===== src/rtl/spq_pkg.sv =====
package spq_pkg;

  typedef enum logic [1:0] {
    OP_INSERT  = 2'd0,
    OP_EXTRACT = 2'd1,
    OP_CLEAR   = 2'd2,
    OP_NONE    = 2'd3
  } opcode_t;

  localparam logic [2:0] ST_INSERTED  = 3'd0;
  localparam logic [2:0] ST_EXTRACTED = 3'd1;
  localparam logic [2:0] ST_EMPTY     = 3'd2;
  localparam logic [2:0] ST_FULL      = 3'd3;
  localparam logic [2:0] ST_CLEARED   = 3'd4;

  localparam int TAG_W    = 32;
  localparam int RANK_W   = 3;
  localparam int OCC_W    = 5;
  localparam int STATUS_W = 3;

  typedef enum logic [1:0] {
    S_IDLE = 2'b01,
    S_EXEC = 2'b10
  } state_t;

  // controller to datapath
  typedef struct packed {
    logic            load;
    logic            insert;
    logic            pop;
    logic            clear;
    logic            emit;
    logic [2:0]      code;
  } ctl_cmd_t;

  // datapath to controller
  typedef struct packed {
    logic [1:0] opcode;
    logic       empty;
    logic       full;
  } dp_stat_t;

endpackage


===== src/rtl/spq_ctrl.sv =====
module spq_ctrl (
  input  logic              clk,
  input  logic              rst_n,
  input  logic              start,
  output logic              busy,
  input  spq_pkg::dp_stat_t stat,
  output spq_pkg::ctl_cmd_t cmd
);

  spq_pkg::state_t state_r, state_nxt;

  always_ff @(posedge clk) begin
    if (!rst_n) begin
      state_r <= spq_pkg::S_IDLE;
    end else begin
      state_r <= state_nxt;
    end
  end

  assign busy = (state_r != spq_pkg::S_IDLE);

  always_comb begin
    state_nxt  = state_r;
    cmd        = '0;
    cmd.code   = spq_pkg::ST_INSERTED;
    case (state_r)
      spq_pkg::S_IDLE: begin
        if (start) begin
          cmd.load  = 1'b1;
          state_nxt = spq_pkg::S_EXEC;
        end
      end
      spq_pkg::S_EXEC: begin
        cmd.emit  = 1'b1;
        state_nxt = spq_pkg::S_IDLE;
        case (spq_pkg::opcode_t'(stat.opcode))
          spq_pkg::OP_INSERT: begin
            if (stat.full) begin
              cmd.code = spq_pkg::ST_FULL;
            end else begin
              cmd.insert = 1'b1;
              cmd.code   = spq_pkg::ST_INSERTED;
            end
          end
          spq_pkg::OP_EXTRACT: begin
            if (stat.empty) begin
              cmd.code = spq_pkg::ST_EMPTY;
            end else begin
              cmd.pop  = 1'b1;
              cmd.code = spq_pkg::ST_EXTRACTED;
            end
          end
          spq_pkg::OP_CLEAR: begin
            cmd.clear = 1'b1;
            cmd.code  = spq_pkg::ST_CLEARED;
          end
          default: begin
            cmd.code = spq_pkg::ST_INSERTED;
          end
        endcase
      end
      default: begin
        state_nxt = spq_pkg::S_IDLE;
      end
    endcase
  end

endmodule


===== src/rtl/spq_dpath.sv =====
module spq_dpath #(
  parameter int QUEUE_DEPTH = 16
) (
  input  logic                          clk,
  input  logic                          rst_n,
  input  logic [1:0]                    in_opcode,
  input  logic [1:0]                    in_condition,
  input  logic [spq_pkg::TAG_W-1:0]     in_entry_tag,
  input  spq_pkg::ctl_cmd_t             cmd,
  output spq_pkg::dp_stat_t             stat,
  output logic                          out_valid,
  output logic [spq_pkg::STATUS_W-1:0]  out_status,
  output logic [spq_pkg::TAG_W-1:0]     out_tag,
  output logic [spq_pkg::RANK_W-1:0]    out_rank,
  output logic [spq_pkg::OCC_W-1:0]     out_occupancy
);

  localparam int CW = $clog2(QUEUE_DEPTH + 1);
  localparam int OW = (CW > spq_pkg::OCC_W) ? CW : spq_pkg::OCC_W;

  logic [1:0]                  op_r;
  logic [spq_pkg::RANK_W-1:0]  rank_r;
  logic [spq_pkg::TAG_W-1:0]   tag_r;

  logic [spq_pkg::TAG_W-1:0]   slot_tag_r  [QUEUE_DEPTH];
  logic [spq_pkg::RANK_W-1:0]  slot_rank_r [QUEUE_DEPTH];
  logic [CW-1:0]               count_r, count_nxt;

  logic [QUEUE_DEPTH-1:0]      stay;
  logic [OW-1:0]               occ_wide;

  logic                        valid_r;
  logic [spq_pkg::STATUS_W-1:0] status_r;
  logic [spq_pkg::TAG_W-1:0]   otag_r;
  logic [spq_pkg::RANK_W-1:0]  orank_r;
  logic [spq_pkg::OCC_W-1:0]   occ_r;

  // request holding
  always_ff @(posedge clk) begin
    if (cmd.load) begin
      op_r   <= in_opcode;
      rank_r <= spq_pkg::RANK_W'(in_condition) + spq_pkg::RANK_W'(1);
      tag_r  <= in_entry_tag;
    end
  end

  assign stat.opcode = op_r;
  assign stat.empty  = (count_r == '0);
  assign stat.full   = (count_r == CW'(QUEUE_DEPTH));

  always_comb begin
    count_nxt = count_r;
    if (cmd.clear) begin
      count_nxt = '0;
    end else if (cmd.insert) begin
      count_nxt = count_r + CW'(1);
    end else if (cmd.pop) begin
      count_nxt = count_r - CW'(1);
    end
  end

  always_ff @(posedge clk) begin
    if (!rst_n) begin
      count_r <= '0;
    end else begin
      count_r <= count_nxt;
    end
  end

  // held entries of equal or more urgent rank stay put on insert
  for (genvar i = 0; i < QUEUE_DEPTH; i++) begin : g_slot
    assign stay[i] = (CW'(i) < count_r) && (slot_rank_r[i] <= rank_r);

    always_ff @(posedge clk) begin
      if (cmd.insert && !stay[i]) begin
        if (i == 0) begin
          slot_tag_r[i]  <= tag_r;
          slot_rank_r[i] <= rank_r;
        end else if (stay[(i == 0) ? 0 : i-1]) begin
          slot_tag_r[i]  <= tag_r;
          slot_rank_r[i] <= rank_r;
        end else begin
          slot_tag_r[i]  <= slot_tag_r[(i == 0) ? 0 : i-1];
          slot_rank_r[i] <= slot_rank_r[(i == 0) ? 0 : i-1];
        end
      end else if (cmd.pop && (i < QUEUE_DEPTH - 1)) begin
        // advance towards the head
        slot_tag_r[i]  <= slot_tag_r[(i < QUEUE_DEPTH - 1) ? i+1 : i];
        slot_rank_r[i] <= slot_rank_r[(i < QUEUE_DEPTH - 1) ? i+1 : i];
      end
    end
  end

  assign occ_wide = OW'(count_nxt);

  always_ff @(posedge clk) begin
    if (!rst_n) begin
      valid_r <= 1'b0;
    end else begin
      valid_r <= cmd.emit;
    end
  end

  always_ff @(posedge clk) begin
    if (cmd.emit) begin
      status_r <= cmd.code;
      otag_r   <= cmd.pop ? slot_tag_r[0]  : '0;
      orank_r  <= cmd.pop ? slot_rank_r[0] : '0;
      occ_r    <= occ_wide[spq_pkg::OCC_W-1:0];
    end
  end

  assign out_valid     = valid_r;
  assign out_status    = status_r;
  assign out_tag       = otag_r;
  assign out_rank      = orank_r;
  assign out_occupancy = occ_r;

endmodule


===== src/rtl/stable_priority_queue_top.sv =====
// A request is held in the request registers, then worked in the EXEC state, and
// its result is registered onto the outputs. busy is high in the EXEC state, the
// compare-and-shift step over the sorted slot array, so no new request is taken.
// Results show for one cycle under out_valid; the receiver cannot stall.
// Reset (rst_n low, synchronous) empties the queue and drops any pending result.
module stable_priority_queue_top #(
  parameter int QUEUE_DEPTH = 16
) (
  input  logic                          clk,
  input  logic                          rst_n,
  input  logic                          start,
  output logic                          busy,
  input  logic [1:0]                    in_opcode,
  input  logic [1:0]                    in_condition,
  input  logic [spq_pkg::TAG_W-1:0]     in_entry_tag,
  output logic                          out_valid,
  output logic [spq_pkg::STATUS_W-1:0]  out_status,
  output logic [spq_pkg::TAG_W-1:0]     out_tag,
  output logic [spq_pkg::RANK_W-1:0]    out_rank,
  output logic [spq_pkg::OCC_W-1:0]     out_occupancy
);

  spq_pkg::ctl_cmd_t cmd;
  spq_pkg::dp_stat_t stat;

  spq_ctrl u_ctrl (
    .clk   (clk),
    .rst_n (rst_n),
    .start (start),
    .busy  (busy),
    .stat  (stat),
    .cmd   (cmd)
  );

  spq_dpath #(
    .QUEUE_DEPTH (QUEUE_DEPTH)
  ) u_dpath (
    .clk           (clk),
    .rst_n         (rst_n),
    .in_opcode     (in_opcode),
    .in_condition  (in_condition),
    .in_entry_tag  (in_entry_tag),
    .cmd           (cmd),
    .stat          (stat),
    .out_valid     (out_valid),
    .out_status    (out_status),
    .out_tag       (out_tag),
    .out_rank      (out_rank),
    .out_occupancy (out_occupancy)
  );

endmodule


===== config.mk =====
export PLATFORM = sky130hd
export DESIGN_NAME = stable_priority_queue_top
export DESIGN_NICKNAME = d
export VERILOG_FILES = /design/src/rtl/spq_pkg.sv /design/src/rtl/spq_ctrl.sv /design/src/rtl/spq_dpath.sv /design/src/rtl/stable_priority_queue_top.sv
export SDC_FILE = /design/constraint.sdc
export NUM_CORES = 1
export LEC_CHECK = 0
export ABC_AREA = 0
export BUFFER_PORTS_ARGS = -buffer_cell sky130_fd_sc_hd__buf_2
export CORE_AREA = 2 2 303 305
export CTS_CLUSTER_DIAMETER = 200
export DETAILED_ROUTE_END_ITERATION = 10
export DIE_AREA = 0 0 305 307
export SLEW_MARGIN = 20
export SYNTH_ARGS = -nofsm -noshare
export SYNTH_HDL_FRONTEND = slang
export SYNTH_SLANG_ARGS = --single-unit

===== constraint.sdc =====
create_clock -name clk -period 6.3 [get_ports clk]
set_input_delay 0.63 -clock clk [delete_from_list [all_inputs] [get_ports clk]]
set_output_delay 0.63 -clock clk [all_outputs]
set_load 0.03 [all_outputs]

### Word-level counts from Yosys, hierarchy flattened

Memories as Yosys holds them, arrays and structs flattened.
Cells that the tools add are included.
Widths: inputs -> output; s select.

* register bits after elaboration: 88
* RAM bits: 560
* bits of input ports: 39
* output and inout bits: 45
* logic and storage cells: 361
* memories: 2

Memory list
* u_dpath.slot_tag_r: depth 16, width 32, read ports 16, clocked after memory_dff 0, write ports 16, RTL line spq_dpath.sv:25 `logic [spq_pkg::TAG_W-1:0] slot_tag_r [QUEUE_DEPTH];`
* u_dpath.slot_rank_r: depth 16, width 3, read ports 16, clocked after memory_dff 0, write ports 16, RTL line spq_dpath.sv:26 `logic [spq_pkg::RANK_W-1:0] slot_rank_r [QUEUE_DEPTH];`

* $add $sub $neg: 3
* $lt $le $gt $ge: 32
* equal/unequal tests: 6
* mux-type cells: 197
* bitwise operators: 60
* reduce and logical (&&, ||, !) cells: 51

Operators with widths (number)
* $mux 32: 30
* $mux 1: 130
* $mux 3: 30
* $or 1x1->1: 60
* $le 3x3->1: 16
* $lt 4x5->1 const A: 8
* $logic_and 1x1->1: 32
* $lt 3x5->1 const A: 4
* $logic_not 1->1: 16
* $mux 5: 3
* $lt 1x5->1 const A: 2
* $lt 2x5->1 const A: 2
* $pmux 3 s3: 1
* $mux 7: 1
* $add 5x1->5 const B: 1
* $eq 5x5->1 const B: 1
* $logic_not 5->1: 1
* $sub 5x1->5 const B: 1
* $eq 2x1->1 const B: 2
* $eq 2x2->1 const B: 2
* $mux 2: 2
* $add 2x1->3 const B: 1
* $logic_not 2->1: 1
* $ne 2x1->1 const B: 1
* $reduce_and 2->1: 1

### Logic depth before layout (Yosys ltp)

Gate-level depths: netlist (run 1).

* word-level depth: 9
* depth in mapped cells: 11
* mapped depth without buffers: 7

### Modules after synthesis

From an unflattened synthesis (run 1), not the netlist that was laid out.

* cells, all modules: 2500
* area total of the unflattened synthesis: 31064.8 um2

Modules (own cells, without submodules)
* spq_dpath: instances 1, cells an instance 2483, area an instance 30925.9 um2, sequential area each 19338.5 um2
* spq_ctrl: instances 1, cells an instance 17, area an instance 138.9 um2, sequential area each 40.0 um2

### Worst setup path before layout (run 1)

Ideal clock, no wire load.

* kind: register to register
* from: register u_dpath.rank_r[1] (netlist bit)
* to: memory u_dpath.slot_rank_r[13][0] (netlist bit) (enable)
* library setup time: 0.476 ns
* arrival: 4.351 ns
* data required time: 5.824 ns
* path slack: 1.473 ns
* stages on the path, launching flop included: 9
* path buffers: 2
* period minus slack after synthesis: 4.827 ns
* cells stage by stage: edfxtp_1 -> inv_1 -> ha_1 -> nand3_1 -> o21ai_0 -> o22a_1 -> clkbuf_1 -> clkbuf_1 -> o21ai_0

RTL lines
* start, declared: RTL line spq_dpath.sv:22 `logic [spq_pkg::RANK_W-1:0] rank_r;`
* start signal, assigned: RTL line spq_dpath.sv:42 `rank_r <= spq_pkg::RANK_W'(in_condition) + spq_pkg::RANK_W'(1);`
* end, declared: RTL line spq_dpath.sv:26

==> results of run 1 <==
-- final cells by class --
type,instances,area [sq um]
well taps,1186,1484
inverters,34,127.6
multi-input cells,1455,10800
flip-flops and latches,648,19380
clock inverters,27,214.0
repair buffers,139,940.9
clock buffers,93,1848
fillers,8449,55900
-- metrics by stage --
step	setup slack (ps)	instances	total power, uW	cell area (sq um)
floorplan	1473	2435	5256	31370
global placement	2402	3458	5366	32620
detailed placement	2191	3461	5397	32700
CTS	2188	3581	9201	34760
global route	1852	3582	9415	34790
finish	2180	3582	9130	34790
-- state kept, by name, indices dropped and copies added (netlist names), 3 cells and up --
name                   count
u_dpath.tag_r             32
u_dpath.slot_tag_r       512
u_dpath.out_occupancy      5
u_dpath.out_tag           32
u_dpath.out_rank           3
u_dpath.count_r            5
u_dpath.rank_r             3
u_dpath.out_status         3
u_dpath.slot_rank_r       48
-- worst min-delay path by stage --
stage                     cells past startpoint  slack (ps)                    endpoint                       start
final                                         1         180           u_dpath.tag_r[20]            in_entry_tag[20]
after global placement                        2         540  u_dpath.slot_tag_r[1][154]  u_dpath.slot_tag_r[1][186]
after detailed placement                      2         550   u_dpath.slot_tag_r[0][25]   u_dpath.slot_tag_r[0][57]
after CTS                                     1         150           u_dpath.tag_r[20]            in_entry_tag[20]
after global routing                          1         160           u_dpath.tag_r[18]            in_entry_tag[18]
after floorplan                               2         520   u_dpath.slot_tag_r[0][18]   u_dpath.slot_tag_r[0][50]
-- routing by layer --
layer  share of wire  global-route usage  routed length (um)
met4           0.019             0.04651                1591
met3            0.10             0.02888                8380
met2            0.43              0.2496               36020
met1            0.45              0.2575               37030
met5               0                   0                   0
-- layout by cell type (no fill, tap or decap), types with 6 or more instances in the layout --
cell type,n
a221o_1,342
buf_2,83
a211oi_1,13
and2_1,77
and3_1,41
o221ai_1,6
buf_4,50
clkinv_1,13
ha_1,53
clkbuf_16,70
nand4_1,40
nand3_1,16
a21oi_1,106
edfxtp_1,640
inv_1,34
a32oi_1,110
o21ai_0,110
o21ai_1,17
nand2_1,123
o31ai_1,35
dfxtp_1,8
clkinv_2,6
nor2_1,57
mux2_2,35
o21ai_4,8
a31oi_1,204
clkbuf_1,22
-- power by group through the flow --
stage | clock network, uW | registers [uW] | logic [uW]
3_5_place_dp | 0 | 4950 | 449
2_1_floorplan | 0 | 4920 | 335
6_report | 3820 | 4860 | 452
4_1_cts | 3900 | 4860 | 450
5_1_grt | 4050 | 4860 | 506
3_3_place_gp | 0 | 4950 | 420
-- kinds of logic (layout without fill, tap and decap cells) --
| group | count (synthesis) | count (layout) | share of synthesized area |
|---|---|---|---|
| buf+inv | 332 | 293 | 0.04431 |
| xor+xnor | 5 | 5 | 0.001396 |
| mux | 35 | 35 | 0.01256 |
| compound gates | 978 | 978 | 0.2394 |
| flops | 648 | 648 | 0.6177 |
| simple gates | 384 | 384 | 0.06350 |
| fa+ha+maj | 53 | 53 | 0.02114 |
-- Yosys cell counts (all sizes together) (3+ instances only) --
master / n
xor2: 3
inv: 34
a31oi: 204
a211oi: 13
nor2: 58
o21a: 5
mux2: 35
a21oi: 107
a32oi: 110
and2: 78
or2: 5
nand2: 124
nand3: 16
a221o: 342
o22ai: 6
clkbuf: 194
buf: 104
o31ai: 35
o21ai: 138
nor2b: 4
nand4: 41
nand3b: 3
edfxtp: 640
nor3: 3
dfxtp: 8
o221ai: 6
and3: 42
ha: 53
==> results.sh, run 1 <==
export IMPL_dp_hpwl_mm=58.06
export IMPL_synth_seq_area_share=0.6177
export IMPL_dieArea_sq_um=93640
export IMPL_postSynthCellCount=2435
export IMPL_crit_chain="inv_1 > ha_1 > nand3_1 > o21ai_0 > o22ai_4 > buf_4 > and2_1 > o21ai_0"
export IMPL_period_minus_slack_ps=4120
export IMPL_cts_root_buf="clkbuf_16"
export IMPL_switching_share=0.2172
export IMPL_grt_pass1_vias=20581
export IMPL_post_cts_setup_buffer_count=0
export IMPL_clock_latency_ps=620
export IMPL_endpoint="u_dpath.slot_rank_r[12][2]"
export IMPL_worst_path_buf_inv=2
export IMPL_cap_violations=0
export IMPL_power_frac_clock=0.418
export IMPL_synth_warnings=0
export IMPL_vias=22214
export IMPL_finalMaxSlewViolations=0
export IMPL_ctsHoldBuffers=0
export IMPL_min_path_type="input port to flop"
export IMPL_clock_path_buffers=3
export IMPL_slowest_stage="and2_1"
export IMPL_max_slew_margin=0.2846
export IMPL_synthArstFlopShare=0
export IMPL_cts_tree="built"
export IMPL_status="finished clean"
export IMPL_rows=111
export IMPL_layout_drive_gt1_share=0.1240
export IMPL_ant_nets=0
export IMPL_power_switching_uw=1983
export IMPL_synth_edf_count=640
export IMPL_reg2reg_depth=8
export IMPL_arrival_ps=4420
export IMPL_seq_power_share=0.532
export IMPL_fin_nets=2437
export IMPL_io_pins=84
export IMPL_synth_net_count=2527
export IMPL_die_x_um=305
export IMPL_final_util=0.3836
export IMPL_gp_congestion=0.7978
export IMPL_ys_flop_type="edfxtp_1"
export IMPL_synth_top_area_cell="edfxtp_1"
export IMPL_overflow=0
export IMPL_path_delay_family="buffers and inverters"
export IMPL_fp_dieH_um=307
export IMPL_initial_core_util=0.3459
export IMPL_syn2layout_area_growth_pct=10.91
export IMPL_combinationalPowerShare=0.050
export IMPL_port_buffers=83
export IMPL_cts_buffers=67
export IMPL_drt_iter0_markers=2606
export IMPL_fin_setup_tns_ps=0
export IMPL_cts_resized=0
export IMPL_grt_pass1_wl_mm=126.5
export IMPL_drcViolationCount=0
export IMPL_viasPerCell=6.202
export IMPL_ys_top_cells_by_area="edfxtp_1 (61%), a221o_1 (11%), a31oi_1 (4.1%)"
export IMPL_critical_path_class="flop to flop"
export IMPL_synth_avg_cell_area_sq_um=12.88
export IMPL_skew_ps=31.04
export IMPL_ys_types=57
export IMPL_clkSinkCount=648
export IMPL_wl_mm=83.02
export IMPL_leakage_uw=0.01141
export IMPL_synth_top_cell_area_share=0.6126
export IMPL_r2r_start="u_dpath.rank_r[2]"
export IMPL_cp_end_kind="flop"
export IMPL_fin_crit_sh=0.6539
export IMPL_fin_hold_ws_ps=178.5
export IMPL_startpoint="u_dpath.rank_r[2]"
export IMPL_grt_usage=0.1701
export IMPL_coreArea_sq_um=90690
export IMPL_antennaDiodeCount=0
export IMPL_worst_slew_pin_slew_ps=1073
export IMPL_cpMostUsedCell="o21ai_0"
export IMPL_cts_htree_levels=3
export IMPL_avgRoutedWirePerCell_um=23.18
export IMPL_grt_start_max_net_pins=221
export IMPL_reg2reg_slack_ps=2180
export IMPL_hold_violations=0
export IMPL_firstDrtPassIters=6
export IMPL_ys_seq_elements=648
export IMPL_internal_power_uw=7146
export IMPL_power_density_nw_per_um2=262.4
export IMPL_crit_fanout=64
export IMPL_worst_path_largest_cell_delay_ps=940
export IMPL_worst_endpoint_required_ps=6600
export IMPL_clk_pin_slew_ps=60
export IMPL_worst_setup_path_start_kind="flop"
export IMPL_vdd_drop_max_uv=195.9
export IMPL_syn_cell_area_sq_um=31370
export IMPL_setup_viol=0
export IMPL_rsz0062_at_grt="false"
export IMPL_antenna_found_initial=0
export IMPL_timing_rr_end="u_dpath.slot_rank_r[12][2]"
export IMPL_cp_depth=8
export IMPL_max_freq_mhz=242.7
Power figures use the tool's default switching activity.
==> run 2, diff against run 1 <==
Clock period 6.3 ns to 3.75 ns, I/O delays scaled along.
==> run 2 against run 1 <==
Against the previous run: register-to-register slack got worse by 1700 ps; count of clock-buffer cells in the layout decreased by 5; cell area increased by 2.5%; critical path type unchanged; critical path depth increased by 2; non-clock buffer count increased by 83; highest routed layer unchanged; clock power increased by 63%; core utilization increased by 0.95 points; hold slack got worse by 140 ps; via count increased by 1.3%.
==> results.sh, run 2 (synthesized netlist as in run 1, its figures left out) <==
export IMPL_final_util=0.3932
export IMPL_wl_mm=83.39
export IMPL_clk_pin_slew_ps=60
export IMPL_grt_pass1_vias=21232
export IMPL_top_register="u_dpath.slot_tag_r"
export IMPL_clock_path_buffers=3
export IMPL_dp_hpwl_mm=59.32
export IMPL_port_buffers=83
export IMPL_grt_usage=0.1722
export IMPL_hold_violations=0
export IMPL_viasPerCell=6.151
export IMPL_fin_nets=2521
export IMPL_gp_congestion=0.8032
export IMPL_layout_common_cells="edfxtp_1 (640), a221o_1 (342), a31oi_1 (204)"
export IMPL_dp_slack_ps=567.9
export IMPL_firstDrtPassIters=5
export IMPL_clkSinkCount=648
export IMPL_arrival_ps=3580
export IMPL_met1_usage=0.2580
export IMPL_io_pins=84
export IMPL_ant_nets=0
export IMPL_status="finished clean"
export IMPL_worst_slew_pin_slew_ps=757.1
export IMPL_rsz0062_at_grt="false"
export IMPL_critical_path_class="flop to flop"
export IMPL_crit_chain="inv_1 > buf_4 > ha_1 > and3b_1 > a2111oi_2 > nor3_4 > buf_12 > and2_1 > buf_4 > o21ai_0"
export IMPL_top_regs="u_dpath.slot_tag_r x512, u_dpath.slot_rank_r x48"
export IMPL_dp_cells=3509
export IMPL_setup_viol=0
export IMPL_use_met3=0.02481
export IMPL_cts_resized=0
export IMPL_cts_buffers=68
export IMPL_cpMostUsedCell="buf_4"
export IMPL_fin_setup_tns_ps=0
export IMPL_vias=22507
export IMPL_slowest_stage="edfxtp_1"
export IMPL_coreArea_sq_um=90690
export IMPL_leakage_uw=0.01183
export IMPL_avgRoutedWirePerCell_um=22.79
export IMPL_clock_latency_ps=610
export IMPL_initial_core_util=0.3459
export IMPL_fin_cells=3659
export IMPL_fp_dieH_um=307
export IMPL_layout_drive_gt1_share=0.1391
export IMPL_syn2layout_area_growth_pct=13.66
export IMPL_min_path_type="input port to flop"
export IMPL_period_minus_slack_ps=3255
export IMPL_drcViolationCount=0
export IMPL_skew_ps=21.54
export IMPL_antennaDiodeCount=0
export IMPL_fin_crit_sh=0.8680
export IMPL_nFillCells=8394
export IMPL_power_density_nw_per_um2=425.9
export IMPL_worst_path_largest_cell_delay_ps=610
export IMPL_cap_violations=0
export IMPL_vdd_drop_max_uv=319.6
export IMPL_cp_end_kind="flop"
export IMPL_cts_tree="built"
export IMPL_grt_start_max_net_pins=78
export IMPL_overflow=0
export IMPL_crit_fanout=39
export IMPL_max_freq_mhz=307.2
export IMPL_setup_ws_ps=495.0
export IMPL_dieArea_sq_um=93640
export IMPL_rows=111
export IMPL_cts_htree_levels=3
export IMPL_die_x_um=305
export IMPL_cts_root_buf="clkbuf_16"
export IMPL_finalMaxSlewViolations=0
export IMPL_top_usage_layer="met2"
export IMPL_layout_cells_most_common="edfxtp_1"
export IMPL_antenna_found_initial=0
export IMPL_drt_iter0_markers=2325
export IMPL_grtUsageMet2=0.2596
export IMPL_max_slew_margin=0.4952
export IMPL_grt_pass1_wl_mm=128.5
export IMPL_worst_endpoint_required_ps=4080
export IMPL_worst_setup_path_start_kind="flop"
export IMPL_largest_reg_flops=512
[run 2: cell count changes in the layout (fill, tap and decap cells not counted), moves of 3 or more]
cell	previous run	this run
buf_12	2	24
clkbuf_1	22	16
buf_4	50	78
dlygate4sd3_1	0	35
clkinv_8	3	0
[run 2: cell type report]
type / instances / area, sq um / area share
flip-flops and latches: 648 / 19380 / 0.5435
inverters: 34 / 127.6 / 0.003579
repair buffers: 222 / 1887 / 0.05292
clock buffers: 88 / 1828 / 0.05127
well taps: 1186 / 1484 / 0.04162
clock inverters: 26 / 152.6 / 0.004281
multi-input cells: 1455 / 10800 / 0.3029
[run 2: path summary, 6_finish.rpt]
| kind | start | end | slack [ps] | cells past startpoint |
|---|---|---|---|---|
| worst max-delay path | u_dpath.rank_r[2] | u_dpath.slot_rank_r[4][2] | 490 | 10 |
| worst min-delay path | in_condition[0] | u_dpath.rank_r[0] | 40 | 2 |
| worst max register to register | u_dpath.rank_r[2] | u_dpath.slot_rank_r[4][2] | 490 | 10 |
| worst min register to register | u_dpath.slot_tag_r[0][57] | u_dpath.slot_tag_r[0][25] | 560 | 2 |
[run 2: repair_timing]
action                    in CTS  in global routing
hold buffers                  35                  0
hold endpoints to repair      37                  0
buffers inserted               0                  0
[run 2: through the flow]
step / power [uW] / hold slack, ps / cell area, sq um
finish: 15190 / 37.93 / 35660
global route: 15700 / 32.95 / 35660
CTS: 15320 / 3.054 / 35630
detailed placement: 9075 / 541.1 / 33300
global placement: 9024 / 541.9 / 33270
floorplan: 8830 / 457.0 / 31380
[run 2: layer usage]
layer | vias to the layer above | share of wire
li1 | 10135 | -
met5 | - | 0
met2 | 1056 | 0.44
met4 | 0 | 0.017
met3 | 92 | 0.092
met1 | 11224 | 0.45
[run 2: power by group]
group	internal (uW)	switching, uW
registers	8060	99.3
logic	379	422
clock network	3490	2740
[run 2: worst max-delay path: cells and delay by family, from the launching register on]
family,cells,cell delay (ps)
buffers and inverters,4,990
AND/OR/NAND/NOR,3,800
flip-flops,1,610
adder cells (fa/ha/maj),1,350
AO/OA/AOI/OAI,2,180
